[src/hdl/lfbc_pkg.sv]
`default_nettype none
package lfbc_pkg;

  // Default number of regions covered by the size and magic tables.
  localparam int REGION_COUNT_DEF = 4096;

  // Depth of the command queue between the front and the back (power of two).
  localparam int QUEUE_DEPTH = 2;

  // Configuration register indexes and reset values.
  localparam int CFG_DATA_W = 12;
  localparam logic CFG_REGION_SHIFT = 1'b0;
  localparam logic CFG_REDZONE      = 1'b1;
  localparam logic [5:0]  REGION_SHIFT_RST = 6'd35;
  localparam logic [11:0] REDZONE_RST      = 12'd16;

  // Input modes.
  localparam logic [1:0] MODE_TABLE = 2'd0;
  localparam logic [1:0] MODE_CHECK = 2'd1;
  localparam logic [1:0] MODE_META  = 2'd2;

  // Verdict codes.
  localparam logic [2:0] VERDICT_FETCH     = 3'd0;
  localparam logic [2:0] VERDICT_OK        = 3'd1;
  localparam logic [2:0] VERDICT_UNTRACKED = 3'd2;
  localparam logic [2:0] VERDICT_OOB       = 3'd3;
  localparam logic [2:0] VERDICT_UAF       = 3'd4;
  localparam logic [2:0] VERDICT_CORRUPT   = 3'd5;

  typedef struct packed {
    logic [1:0]  mode;
    logic [11:0] region_index;
    logic [35:0] region_object_size;
    logic [63:0] region_magic;
    logic [63:0] base_pointer;
    logic [63:0] access_address;
    logic [6:0]  access_bytes;
    logic [63:0] base_object_meta;
    logic [63:0] access_object_meta;
  } req_t;

  typedef struct packed {
    logic [2:0]  verdict;
    logic [63:0] base_meta_address;
    logic [63:0] access_meta_address;
    logic [63:0] access_object_low;
    logic [63:0] access_object_high;
  } rsp_t;

  // One region table entry.
  typedef struct packed {
    logic [35:0] size;
    logic [63:0] magic;
  } entry_t;

  typedef enum logic [1:0] {
    CMD_CHECK,
    CMD_UNTRACKED,
    CMD_META
  } cmd_kind_t;

  // Work handed from the front to the back. For a check, a is the base
  // pointer and b the access address; for metadata, a is the base size
  // word and b the access size word.
  typedef struct packed {
    cmd_kind_t   kind;
    logic [63:0] a;
    logic [63:0] b;
    logic [6:0]  bytes;
    logic [35:0] size;
    logic [63:0] magic;
  } cmd_t;

  typedef enum logic [2:0] {
    B_IDLE,
    B_MUL,
    B_META1,
    B_META2,
    B_EMIT
  } back_state_t;

endpackage
`default_nettype wire

[src/hdl/lfbc_queue.sv]
`default_nettype none
module lfbc_queue (
  input  wire logic           clk,
  input  wire logic           rst,
  input  wire logic           push,
  input  wire lfbc_pkg::cmd_t cmd_in,
  output logic                full,
  input  wire logic           pop,
  output logic                head_valid,
  output lfbc_pkg::cmd_t      head
);

  localparam int PTR_W = $clog2(lfbc_pkg::QUEUE_DEPTH);

  lfbc_pkg::cmd_t slots [lfbc_pkg::QUEUE_DEPTH];

  logic [PTR_W-1:0] wp;
  logic [PTR_W-1:0] rp;
  logic [PTR_W:0]   count;

  assign full       = count == (PTR_W + 1)'(lfbc_pkg::QUEUE_DEPTH);
  assign head_valid = count != '0;
  assign head       = slots[rp];

  always_ff @(posedge clk) begin
    if (push) begin
      slots[wp] <= cmd_in;
    end
  end

  always_ff @(posedge clk) begin
    if (rst) begin
      wp    <= '0;
      rp    <= '0;
      count <= '0;
    end else begin
      if (push) begin
        wp <= wp + 1'b1;
      end
      if (pop) begin
        rp <= rp + 1'b1;
      end
      case ({push, pop})
        2'b10:   count <= count + 1'b1;
        2'b01:   count <= count - 1'b1;
        default: count <= count;
      endcase
    end
  end

endmodule
`default_nettype wire

[config.mk]
export PLATFORM = sky130hd
export DESIGN_NAME = lfbc_queue
export DESIGN_NICKNAME = d
export VERILOG_FILES = /design/src/hdl/lfbc_pkg.sv /design/src/hdl/lfbc_queue.sv
export SDC_FILE = /design/constraint.sdc
export NUM_CORES = 1
export LEC_CHECK = 0
export BUFFER_PORTS_ARGS = -buffer_cell sky130_fd_sc_hd__buf_2
export CORE_MARGIN = 2
export CORE_UTILIZATION = 45
export CTS_CLUSTER_DIAMETER = 200
export DETAILED_ROUTE_END_ITERATION = 10
export GPL_ROUTABILITY_DRIVEN = 0
export PLACE_DENSITY = 0.82
export SLEW_MARGIN = 15
export SYNTH_ARGS = -nofsm -noshare
export SYNTH_HDL_FRONTEND = slang
export SYNTH_SLANG_ARGS = --single-unit
[constraint.sdc]
create_clock -name clk -period 42.7 [get_ports clk]
set_input_delay 8.54 -clock clk [delete_from_list [all_inputs] [get_ports clk]]
set_output_delay 8.54 -clock clk [all_outputs]
set_load 0.05 [all_outputs]
### Yosys cells after proc, flatten, opt, wreduce, memory -nomap -nowiden

Memories as Yosys holds them, arrays and structs flattened. A register that Yosys moved wholly into a read port is not among the register bits.
Cells that the tools add are included.

* bits in registers: 4
* RAM bits: 474
* input port bits: 241
* output and inout bits: 239
* logic and storage cells: 18
* memories kept: 1

Memory list
* slots: depth 2, bits a word 237, rd ports 1, clocked after Yosys merged registers in 1, write ports 1, RTL line lfbc_queue.sv:15 `lfbc_pkg::cmd_t slots [lfbc_pkg::QUEUE_DEPTH];`

* add/subtract/negate cells: 4
* equality and inequality tests: 3
* multiplexer cells: 5
* reductions and logical operators: 2

Operators with widths (count)
* 2-bit equality test, second input constant: 2
* 1-bit two-way mux: 4
* 2-bit one-hot mux with 2 select lines: 1
* 2-bit nonzero test: 2
* 1-bit adder, second input constant: 2
* 2-bit by 1-bit adder with 2-bit output, second input constant: 1
* 2-bit by 1-bit equality test with 1-bit output, second input constant: 1
* 2-bit by 1-bit subtractor with 2-bit output, second input constant: 1

### Longest topological paths before layout

Gate-level depths: netlist of run 1.

* word-level depth: 3
* depth in mapped cells: 5
* gate-level depth less buffers: 5

### Worst setup path after synthesis of run 1

OpenSTA, ideal clock, no wires.

* path kind: in2reg
* start: in push
* end: mem slots[0][0] (netlist bit) (enable)
* setup time: 846 ps
* data arrival time: 18518 ps
* required time: 41854 ps
* setup slack: 23337 ps
* cell stages on the path: 2
* path buffers: 0
* cells stage by stage: inv_1 nor2_1

* longest elaborated chain between the ends: 2

Ends and longest elaborated chain
* start: declaration: RTL line lfbc_queue.sv:5 `input wire logic push,`
* 1-bit two-way mux: RTL line lfbc_queue.sv:26 `if (push) begin`
* 1-bit two-way mux (not written as such): RTL line lfbc_queue.sv:27 `slots[wp] <= cmd_in;`
* end: declaration: RTL line lfbc_queue.sv:15

Every way passes these cells.

==> impl_results.md, run 1 <==
* Gr ovfl total at 0
* CTS tree: built
* CTS Hold Bufs at 0
* Post-Syn Area per Cell at 22.9 µm²
* Die H at 201 µm
* Clock Latency Late Sink at 0.56 ns
* Library cells used by synthesis at 16
* Via count at 9025
* Metal1 wirelength at 13700 µm
* Uppermost layer routed: met5
* Placed inst area at 20200 µm²
* Share of the synthesized area in the top cell type at 81.9%
* Vias per cell at 4.96
* Root Buffer: clkbuf_16
* Num rows at 71
* Period utilization at 28.5%
* Final #Nets at 1511
* R2r worst-path depth at 3
* Final hold violation count at 0
* Slowest-stage cell, CP: buf_4
* Synth Area in XOR/XNOR at 0.202%
* Pre-antenna DRT Iters at 5
* Cells along the critical path: buf_4 -> buf_4 -> mux2_2 -> buf_2
* Post-synthesis simple-gate area fraction at 0.266%
* P per Cell Area at 51.7 nW/µm²
* Unrepaired setup endpoints after global routing: false
* Post-route DRC at 0
* Final setup vio count at 0
* Initial antenna violation count at 4
* Initial Utilization at 45.9%
* Die width at 201 µm
* First-pass GRT wire length at 54400 µm
* Area growth, synth to finish at 24.5%
* IO Pins at 480
* Cells after Synth at 759
* Place WS at 31.08 ns
* Post-synthesis mux area share at 15.4%
* Slew at the pin closest to its max-slew limit at 1.07 ns
* Die area at 40200 µm²
* Max_slew headroom at 28.4%
* TritonCTS Sinks at 479
* Worst setup SP type: flop
* Maximum clock frequency at 82.2 MHz
* Met3 WL at 3470 µm
* Mapped Nets at 1001
* Slowest stage delay, CP at 0.88 ns
* Wirelength per Cell at 20.3 µm
* Leak at 8.05 nW
* Register bit count reported by yosys at 479
* WS Path Type: flop to output port
* Largest net degree at the start of global routing at 161
* Hold depth at 2
* Vias in the first global route at 9605
* Layout cell share with drive strength beyond 1 at 60.5%
* Worst VDD drop at 0.0470 mV
* Synth warn at 0
* CP Capture Type: output port
* Clk slew on worst S/H paths at 0.06 ns
* Post-Route WL at 36900 µm
* Most area-hungry cell type in the Yosys netlist: edfxtp_1
* Final Slew Violations at 0
* Post-DRT Antenna Nets at 0
* Resize count post-CTS at 0
* Setup bufs post-CTS at 0
* HPWL after DPL at 24500 µm
* Initial DRC count at 519
* Htree depth at 2
* CTS buffer count at 47
* HP Class: flop to flop
* Core area at 37800 µm²
* Status: finished, final reports clean
* Critical path peak fanout at 75
* Sequential share of the synthesized area at 82.5%
* Most common cell after layout, fill and taps aside: buf_2
* Final Cell Area at 21600 µm²
* Ranking of synthesized cells by area: edfxtp_1, mux2_2, buf_6
* Arrival time worst endpoint at 3.63 ns
* CTS Buffer Depth at 3
* Final Critical Period at 12.17 ns
* Total power at 0.00112 W
* PortBufs at 479
* Post-synthesis cell area at 17400 µm²
* Largest family of logic cells by synthesized area: multiplexers
* WL met2 at 18400 µm
* Adder-cell area share of the yosys netlist at 0.0720%
* Setup TNS at 0 ns
* Clk_skew at 0.0169 ns
* Compound-Gate Fraction of Synth Area at 0.0576%
* Most frequent cells in the layout: buf_2, edfxtp_1, mux2_2
* Most used cell, CP: buf_4
* Worst EP required at 34.16 ns
* Final WS setup at 30.53 ns
* Max-cap violations at 0
* GR Util All Layers at 17.8%
## final timing paths
check | slack [ns] | end | from
min | 0.51 | flop | rp
min reg2reg | 0.51 | flop | rp
max reg2reg | 39.71 | slots[1][123] | wp
max | 30.53 | head[24] | flop
## sequential cells by signal (all words and copies together) (netlist names), named ones only
signal  cells
count       2
slots     474
wp          1
rp          1
## area by class of cell
class	instances	area, µm²
Clock inverter	19	83.8
Tap cell	511	639
Sequential cell	479	14300
Antenna cell	3	7.51
Clock buffer	66	1320
Inverter	1	3.75
Fill cell	2854	16200
Timing Repair Buffer	487	2470
Multi-Input combinational cell	253	2780
## where the power goes
group | switching [W] | internal [W]
Combinational | 0.000137 | 0.0000505
Sequential | 0.00000851 | 0.000550
Clock | 0.000160 | 0.000214
## stage by stage
stage | util [%] | cells | hold WS, ns
after floorplan | - | 759 | 0.456
after global placement | 53.5 | 1731 | 0.475
after detailed placement | 53.5 | 1731 | 0.501
after CTS | 57.2 | 1816 | 0.519
after global routing | 57.2 | 1818 | 0.573
final | 57.2 | 1819 | 0.510
## per-layer routing
layer	global-route usage, %	vias to the layer above
met1	20.3	4412
li1	-	4063
met5	0	-
met4	7.67	2
met2	30.4	461
met3	6.31	87
## synth_stat cells
cell type / number
a21oi_1: 1
and2_1: 1
and2b_2: 1
buf_4: 6
buf_6: 20
dfxtp_1: 5
edfxtp_1: 474
ha_1: 1
inv_1: 1
mux2_2: 237
nor2_1: 5
o21ai_0: 1
or2_2: 1
or3_1: 1
xnor2_1: 3
xor2_1: 1
## worst max-delay path, delay by kind of cell (launching register included)
family / cells / cell delay (ns)
mux: 1 / 0.41
flops: 1 / 0.76
buf+inv: 3 / 1.74
## cell families (layout without fill, tap and decap cells)
logic type                 count (synthesis)  count (layout)
and+or+nand+nor                            9               9
buffers and inverters                     27             573
DFF                                      479             479
xor gates and xnor gates                   4               4
AOI/OAI and AO/OA                          2               2
other                                      0               3
adders and majority gates                  1               1
muxes                                    237             237
(Power assumes the default switching activity.)
==> inputs of run 2 (changes only) <==
--- a/config.mk
+++ b/config.mk
@@ -5,13 +5,14 @@
 export SDC_FILE = /design/constraint.sdc
 export NUM_CORES = 1
 export LEC_CHECK = 0
+export ABC_AREA = 1
 export BUFFER_PORTS_ARGS = -buffer_cell sky130_fd_sc_hd__buf_2
 export CORE_MARGIN = 2
 export CORE_UTILIZATION = 45
 export CTS_CLUSTER_DIAMETER = 200
 export DETAILED_ROUTE_END_ITERATION = 10
 export GPL_ROUTABILITY_DRIVEN = 0
-export PLACE_DENSITY = 0.82
+export PLACE_DENSITY = 0.85
 export SLEW_MARGIN = 15
 export SYNTH_ARGS = -nofsm -noshare
 export SYNTH_HDL_FRONTEND = slang
==> constraint.sdc (replaced) <==
create_clock -name clk -period 10.7 [get_ports clk]
set_input_delay 2.14 -clock clk [delete_from_list [all_inputs] [get_ports clk]]
set_output_delay 2.14 -clock clk [all_outputs]
set_load 0.05 [all_outputs]
==> impl_results.md, run 2 <==
* Status: finished, final reports clean
* Total power at 0.00442 W (+290%)
* Core area at 38500 µm² (+1.6%)
* Post-DRT Antenna Nets at 0 (unchanged)
* CTS buffer count at 47 (unchanged)
* Gr ovfl total at 0 (unchanged)
* HP Class: flop to flop
* Slowest stage delay, CP at 0.84 ns (-0.04 ns)
* Slowest-stage cell, CP: dfxtp_4
* Maximum clock frequency at 177 MHz
* CTS Buffer Depth at 3 (unchanged)
* Clock Power Share at 34.4% (+1.0 points)
* Layout cell share with drive strength beyond 1 at 60.1% (-0.40 points)
* EDFF count, synth at 474 (unchanged)
* Cells after Synth at 770 (+1.4%)
* Most common cell in the synthesized netlist: edfxtp_1
* Post-synthesis cell area at 17500 µm² (+0.52%)
* Post-route DRC at 0 (unchanged)
* Unrepaired setup endpoints after global routing: false
* Clock Latency Late Sink at 0.55 ns (about the same)
* Post-Route WL at 36100 µm (-2.1%)
* Initial DRC count at 533 (+2.7%)
* Final hold violation count at 0 (unchanged)
* Wirelength per Cell at 19.6 µm (-3.2%)
* Setup bufs post-CTS at 0 (unchanged)
* Largest regs: slots (474), count (2)
* Most used cell, CP: buf_4
* Slew at the pin closest to its max-slew limit at 1.07 ns (-0.00635 ns)
* Worst setup SP type: flop
* Initial Utilization at 45.4% (-0.51 points)
* CTS tree: built
* Sequential Area at 14300 µm² (unchanged)
* CP Capture Type: output port
* Final Critical Period at 5.66 ns
* CP Depth at 4 (unchanged)
* Uppermost layer routed: met5
* Library cells used by synthesis at 14 (-2)
* Crit-path leading delay family: buffers and inverters
* Mapped Nets at 1012 (+1.1%)
* Num rows at 72 (+1.4%)
* Critical path peak fanout at 63 (-16%)
* Largest net degree at the start of global routing at 91 (-43%)
* Root Buffer: clkbuf_16
* Die H at 201 µm (+0.25%)
* Top cells by count, synth: edfxtp_1, mux2_2, clkbuf_8
* Clk slew on worst S/H paths at 0.06 ns (about the same)
* Comb power frac at 15.7% (-1.0 points)
* Internal power at 0.00323 W (+300%)
* Synth async-reset ratio at 0% (unchanged)
* Share of the synthesized area in the top cell type at 81.5% (-0.42 points)
* CP bufs+invs at 3 (unchanged)
* Most area-hungry cell type in the Yosys netlist: edfxtp_1
* Register bit count reported by yosys at 479 (unchanged)
* Net Sw Power at 0.00119 W (+290%)
* Final setup vio count at 0 (unchanged)
* Via count at 9020 (-0.055%)
* First-pass GRT wire length at 54000 µm (-0.71%)
* Final #Nets at 1522 (+0.73%)
* Max_slew headroom at 28.8% (+0.42 points)
* Vias per cell at 4.91 (-1.1%)
* Main synth FF type: edfxtp_1
* Worst EP required at 8.56 ns (-25.60 ns)
* Metal1 wirelength at 13000 µm (-5.7%)
* Resize count post-CTS at 0 (unchanged)
* Synth warn at 0 (unchanged)
* Worst VDD drop at 0.168 mV (+260%)
* Most common cell after layout, fill and taps aside: buf_2
* Clk_skew at 0.0115 ns (-0.00534 ns)
* WS Path Type: flop to output port
* Ranking of synthesized cells by area: edfxtp_1, mux2_2, clkbuf_8
* Sequential share of the synthesized area at 82.0% (-0.43 points)
* Post-Syn Area per Cell at 22.7 µm² (-0.92%)
* Final Slew Violations at 0 (unchanged)
* IO Pins at 480 (unchanged)
* Max-cap violations at 0 (unchanged)
* Leak at 8.09 nW (+0.59%)
* Die width at 201 µm (+0.25%)
* Htree depth at 2 (unchanged)
* Period utilization at 52.9%
* Initial antenna violation count at 4 (unchanged)
* Cells along the critical path: buf_4 -> buf_4 -> mux2_2 -> buf_2
* Setup TNS at 0 ns (unchanged)
* P per Cell Area at 204 nW/µm² (+290%)
* TritonCTS Sinks at 479 (unchanged)
* WL met2 at 18700 µm (+2.0%)
* Flip-flop count of the largest register after layout at 474 (unchanged)
* GR Util All Layers at 17.6% (-0.27 points)
* CTS Hold Bufs at 0 (unchanged)
* Die area at 40400 µm² (+0.51%)
* HPWL after DPL at 24500 µm (about the same)
* Seq pwr share at 50.0% (about the same)
* R2r worst-path depth at 3 (unchanged)
* Vias in the first global route at 9484 (-1.3%)
* Switching Share at 27.0% (-0.24 points)
* Most frequent cells in the layout: buf_2, edfxtp_1, mux2_2
* PortBufs at 479 (unchanged)
* Met3 WL at 3440 µm (-0.78%)
* Biggest register: slots
* Area growth, synth to finish at 24.2%
* Arrival time worst endpoint at 3.52 ns (-0.11 ns)
* Area of the multi-input gates at 2780 µm² (-0.27%)
* Filler cell count at 2873 (+0.67%)
* Pre-antenna DRT Iters at 6 (+1)
* Hold depth at 2 (unchanged)
[run 2: final timing paths]
| check | to | from | slack (ns) |
|---|---|---|---|
| worst max-delay path | head[62] | flop | 5.04 |
| worst min-delay path | rp | rp | 0.53 |
| worst max register to register | slots[0][145] | wp | 8.04 |
| worst min register to register | rp | rp | 0.53 |
[run 2: kinds of logic after synthesis]
group,after synthesis,share of synthesized area [%]
AND/OR/NAND/NOR,17,0.387
flip-flops,479,82.0
buffers and inverters,33,2.11
multiplexers,237,15.3
AO/OA/AOI/OAI,2,0.0572
adder cells (fa/ha/maj),1,0.0716
XOR/XNOR,1,0.0501
[run 2: final cells by class]
type                            instances  area share (%)
Inverter                                7           0.156
Timing Repair Buffer                  487            11.4
Multi-Input combinational cell        258            12.8
Clock inverter                         31           0.870
Clock buffer                           55            5.75
Sequential cell                       479            66.1
Tap cell                              518            2.99
Antenna cell                            3          0.0346
[run 2: worst register-to-register path: cells and delay by family (launching register included)]
| family | cells | cell delay (ns) |
|---|---|---|
| simple gates | 1 | 0.13 |
| buf+inv | 2 | 1.68 |
| flops | 1 | 0.34 |
[run 2: routing by layer]
metal	track usage, %	vias to the layer above
met3	6.51	71
met2	31.1	433
met5	0	-
met1	19.4	4405
li1	-	4107
met4	6.30	4
[run 2: power by group through the flow]
stage	sequential, W	combinational [W]	clock [W]
finish	0.00221	0.000693	0.00152
global route	0.00222	0.000723	0.00163
CTS	0.00221	0.000699	0.00156
detailed placement	0.00225	0.000695	0
global placement	0.00224	0.000682	0
floorplan	0.00225	0.000540	0
[run 2: per-stage QoR]
step / utilization [%] / cell area (µm²) / std cells / hold slack (ns) / setup WS (ns)
CTS: 56.4 / 21700 / 1835 / 0.526 / 4.98
detailed placement: 52.6 / 20300 / 1749 / 0.508 / 5.60
finish: 56.4 / 21700 / 1838 / 0.527 / 5.04
global route: 56.4 / 21700 / 1836 / 0.552 / 4.81
floorplan: - / 17500 / 770 / 0.476 / 1.89
global placement: 52.6 / 20300 / 1749 / 0.487 / 5.69
==> inputs of run 3 (changes only) <==
--- a/config.mk
+++ b/config.mk
@@ -5,7 +5,7 @@
 export SDC_FILE = /design/constraint.sdc
 export NUM_CORES = 1
 export LEC_CHECK = 0
-export ABC_AREA = 1
+export ABC_AREA = 0
 export BUFFER_PORTS_ARGS = -buffer_cell sky130_fd_sc_hd__buf_2
 export CORE_MARGIN = 2
 export CORE_UTILIZATION = 45
==> constraint.sdc (replaced) <==
create_clock -name clk -period 5 [get_ports clk]
set_input_delay 1 -clock clk [delete_from_list [all_inputs] [get_ports clk]]
set_output_delay 1 -clock clk [all_outputs]
set_load 0.05 [all_outputs]
==> impl_results.md, run 3 (synthesis gave the netlist of run 1 again) <==
* Final setup vio count at 0 (unchanged)
* Gr ovfl total at 0 (unchanged)
* Final hold violation count at 0 (unchanged)
* Crit-path leading delay family: flip-flops
* Clk slew on worst S/H paths at 0.06 ns (about the same)
* PortBufs at 479 (unchanged)
* HP Class: flop to flop
* CTS buffer count at 48 (+2.1%)
* Largest regs: slots (474), count (2)
* Setup bufs post-CTS at 0 (unchanged)
* Area growth, synth to finish at 26.1%
* Layout cell share with drive strength beyond 1 at 61.1% (+1.0 points)
* Clock Latency Late Sink at 0.56 ns (about the same)
* IO Pins at 480 (unchanged)
* Cells along the critical path: buf_12 -> mux2_2 -> buf_2
* CP Capture Type: output port
* Slowest-stage cell, CP: dfxtp_4
* Worst EP required at 4.00 ns (-4.56 ns)
* Vias in the first global route at 9654 (+1.8%)
* First-pass GRT wire length at 55600 µm (+3.0%)
* Unrepaired setup endpoints after global routing: false
* HPWL after DPL at 25600 µm (+4.3%)
* Die H at 201 µm (-0.25%)
* CTS tree: built
* Max_slew headroom at 33.7% (+4.9 points)
* Flip-flop count of the largest register after layout at 474 (unchanged)
* Worst setup SP type: flop
* Die area at 40200 µm² (-0.51%)
* Most frequent cells in the layout: buf_2, edfxtp_1, mux2_2
* Maximum clock frequency at 278 MHz
* Biggest register: slots
* CTS Hold Bufs at 0 (unchanged)
* Pre-antenna DRT Iters at 4 (-2)
* Core area at 37800 µm² (-1.6%)
* Wirelength per Cell at 20.4 µm (+4.0%)
* Post-DRT Antenna Nets at 0 (unchanged)
* Via count at 9091 (+0.79%)
* WS Path Type: flop to output port
* Post-route DRC at 0 (unchanged)
* Filler cell count at 2723 (-5.2%)
* Status: finished, final reports clean
* Post-Route WL at 37400 µm (+3.7%)
* Final #Nets at 1522 (unchanged)
* Arrival time worst endpoint at 2.60 ns (-0.92 ns)
* Slew at the pin closest to its max-slew limit at 0.995 ns (-0.0735 ns)
* CTS Buffer Depth at 3 (unchanged)
* Most common cell after layout, fill and taps aside: buf_2
* TritonCTS Sinks at 479 (unchanged)
* Setup TNS at 0 ns (unchanged)
* Worst hold slack at 0.524 ns (-0.00312 ns)
* Final Critical Period at 3.60 ns
* Period utilization at 71.9%
* Vias per cell at 4.96 (+1.1%)
* Initial DRC count at 522 (-2.1%)
* GR Util All Layers at 18.2% (+0.65 points)
* Die width at 201 µm (-0.25%)
* Root Buffer: clkbuf_16
* Final Slew Violations at 0 (unchanged)
* Critical path peak fanout at 65 (+3.2%)
* CP bufs+invs at 2 (-1)
* Num rows at 71 (-1.4%)
* Initial Utilization at 45.9% (+0.51 points)
* Htree depth at 2 (unchanged)
* Leak at 8.18 nW (+1.1%)
* Max-cap violations at 0 (unchanged)
* Slowest stage delay, CP at 1.00 ns (+0.16 ns)
* P per Cell Area at 449 nW/µm² (+120%)
* Largest net degree at the start of global routing at 77 (-15%)
* Worst VDD drop at 0.390 mV (+130%)
* Resize count post-CTS at 0 (unchanged)
* Clk_skew at 0.0157 ns (+0.00415 ns)
* Initial antenna violation count at 10 (+6)
==> run 3: per-stage QoR <==
stage / instances / cell area (µm²) / total power, W / util (%) / setup WS, ns
5_1_grt: 1831 / 21900 / 0.0102 / 57.9 / 1.27
3_3_place_gp: 1741 / 20400 / 0.00644 / 53.9 / 1.99
2_1_floorplan: 759 / 17400 / 0.00606 / - / 0.0335
6_report: 1833 / 21900 / 0.00984 / 57.9 / 1.40
4_1_cts: 1827 / 21900 / 0.00993 / 57.9 / 1.34
3_5_place_dp: 1741 / 20400 / 0.00648 / 53.9 / 1.96
==> run 3: worst paths after layout <==
| check | startpoint | cells past startpoint | slack (ns) | to |
|---|---|---|---|---|
| min | rp | 2 | 0.52 | flop |
| max reg2reg | wp | 2 | 2.97 | slots[1][210] |
| min reg2reg | rp | 2 | 0.52 | flop |
| max | flop | 3 | 1.40 | head[82] |
==> run 3: routing by layer <==
| metal | up-vias | track usage (%) | part of all wire, % |
|---|---|---|---|
| met5 | - | 0 | 0.15 |
| met4 | 8 | 7.94 | 3.3 |
| met3 | 86 | 6.51 | 9.7 |
| met2 | 453 | 31.2 | 50 |
| met1 | 4451 | 20.6 | 36 |
| li1 | 4093 | - | - |
==> run 3: worst reg2reg max path: cells and delay by family (launching register included) <==
| kind | cells | cell delay, ns |
|---|---|---|
| flip-flops | 1 | 0.40 |
| buffers and inverters | 1 | 0.60 |
| AND/OR/NAND/NOR | 1 | 0.62 |
==> run 3: area by class of cell <==
| cell class | count | area, µm² | share of cell area (%) |
|---|---|---|---|
| Tap cell | 511 | 639 | 2.92 |
| Antenna cell | 6 | 15.0 | 0.0685 |
| Sequential cell | 479 | 14300 | 65.4 |
| Inverter | 1 | 3.75 | 0.0171 |
| Clock buffer | 58 | 1260 | 5.75 |
| Clock inverter | 28 | 254 | 1.16 |
| Multi-Input combinational cell | 253 | 2780 | 12.7 |
| Timing Repair Buffer | 497 | 2630 | 12.0 |
==> run 3: report_power, final <==
part / total (W) / switching [W] / internal, W
logic: 0.00163 / 0.00117 / 0.000453
registers: 0.00477 / 0.0000807 / 0.00469
clock network: 0.00345 / 0.00140 / 0.00204
total: 0.00984 / 0.00266 / 0.00719
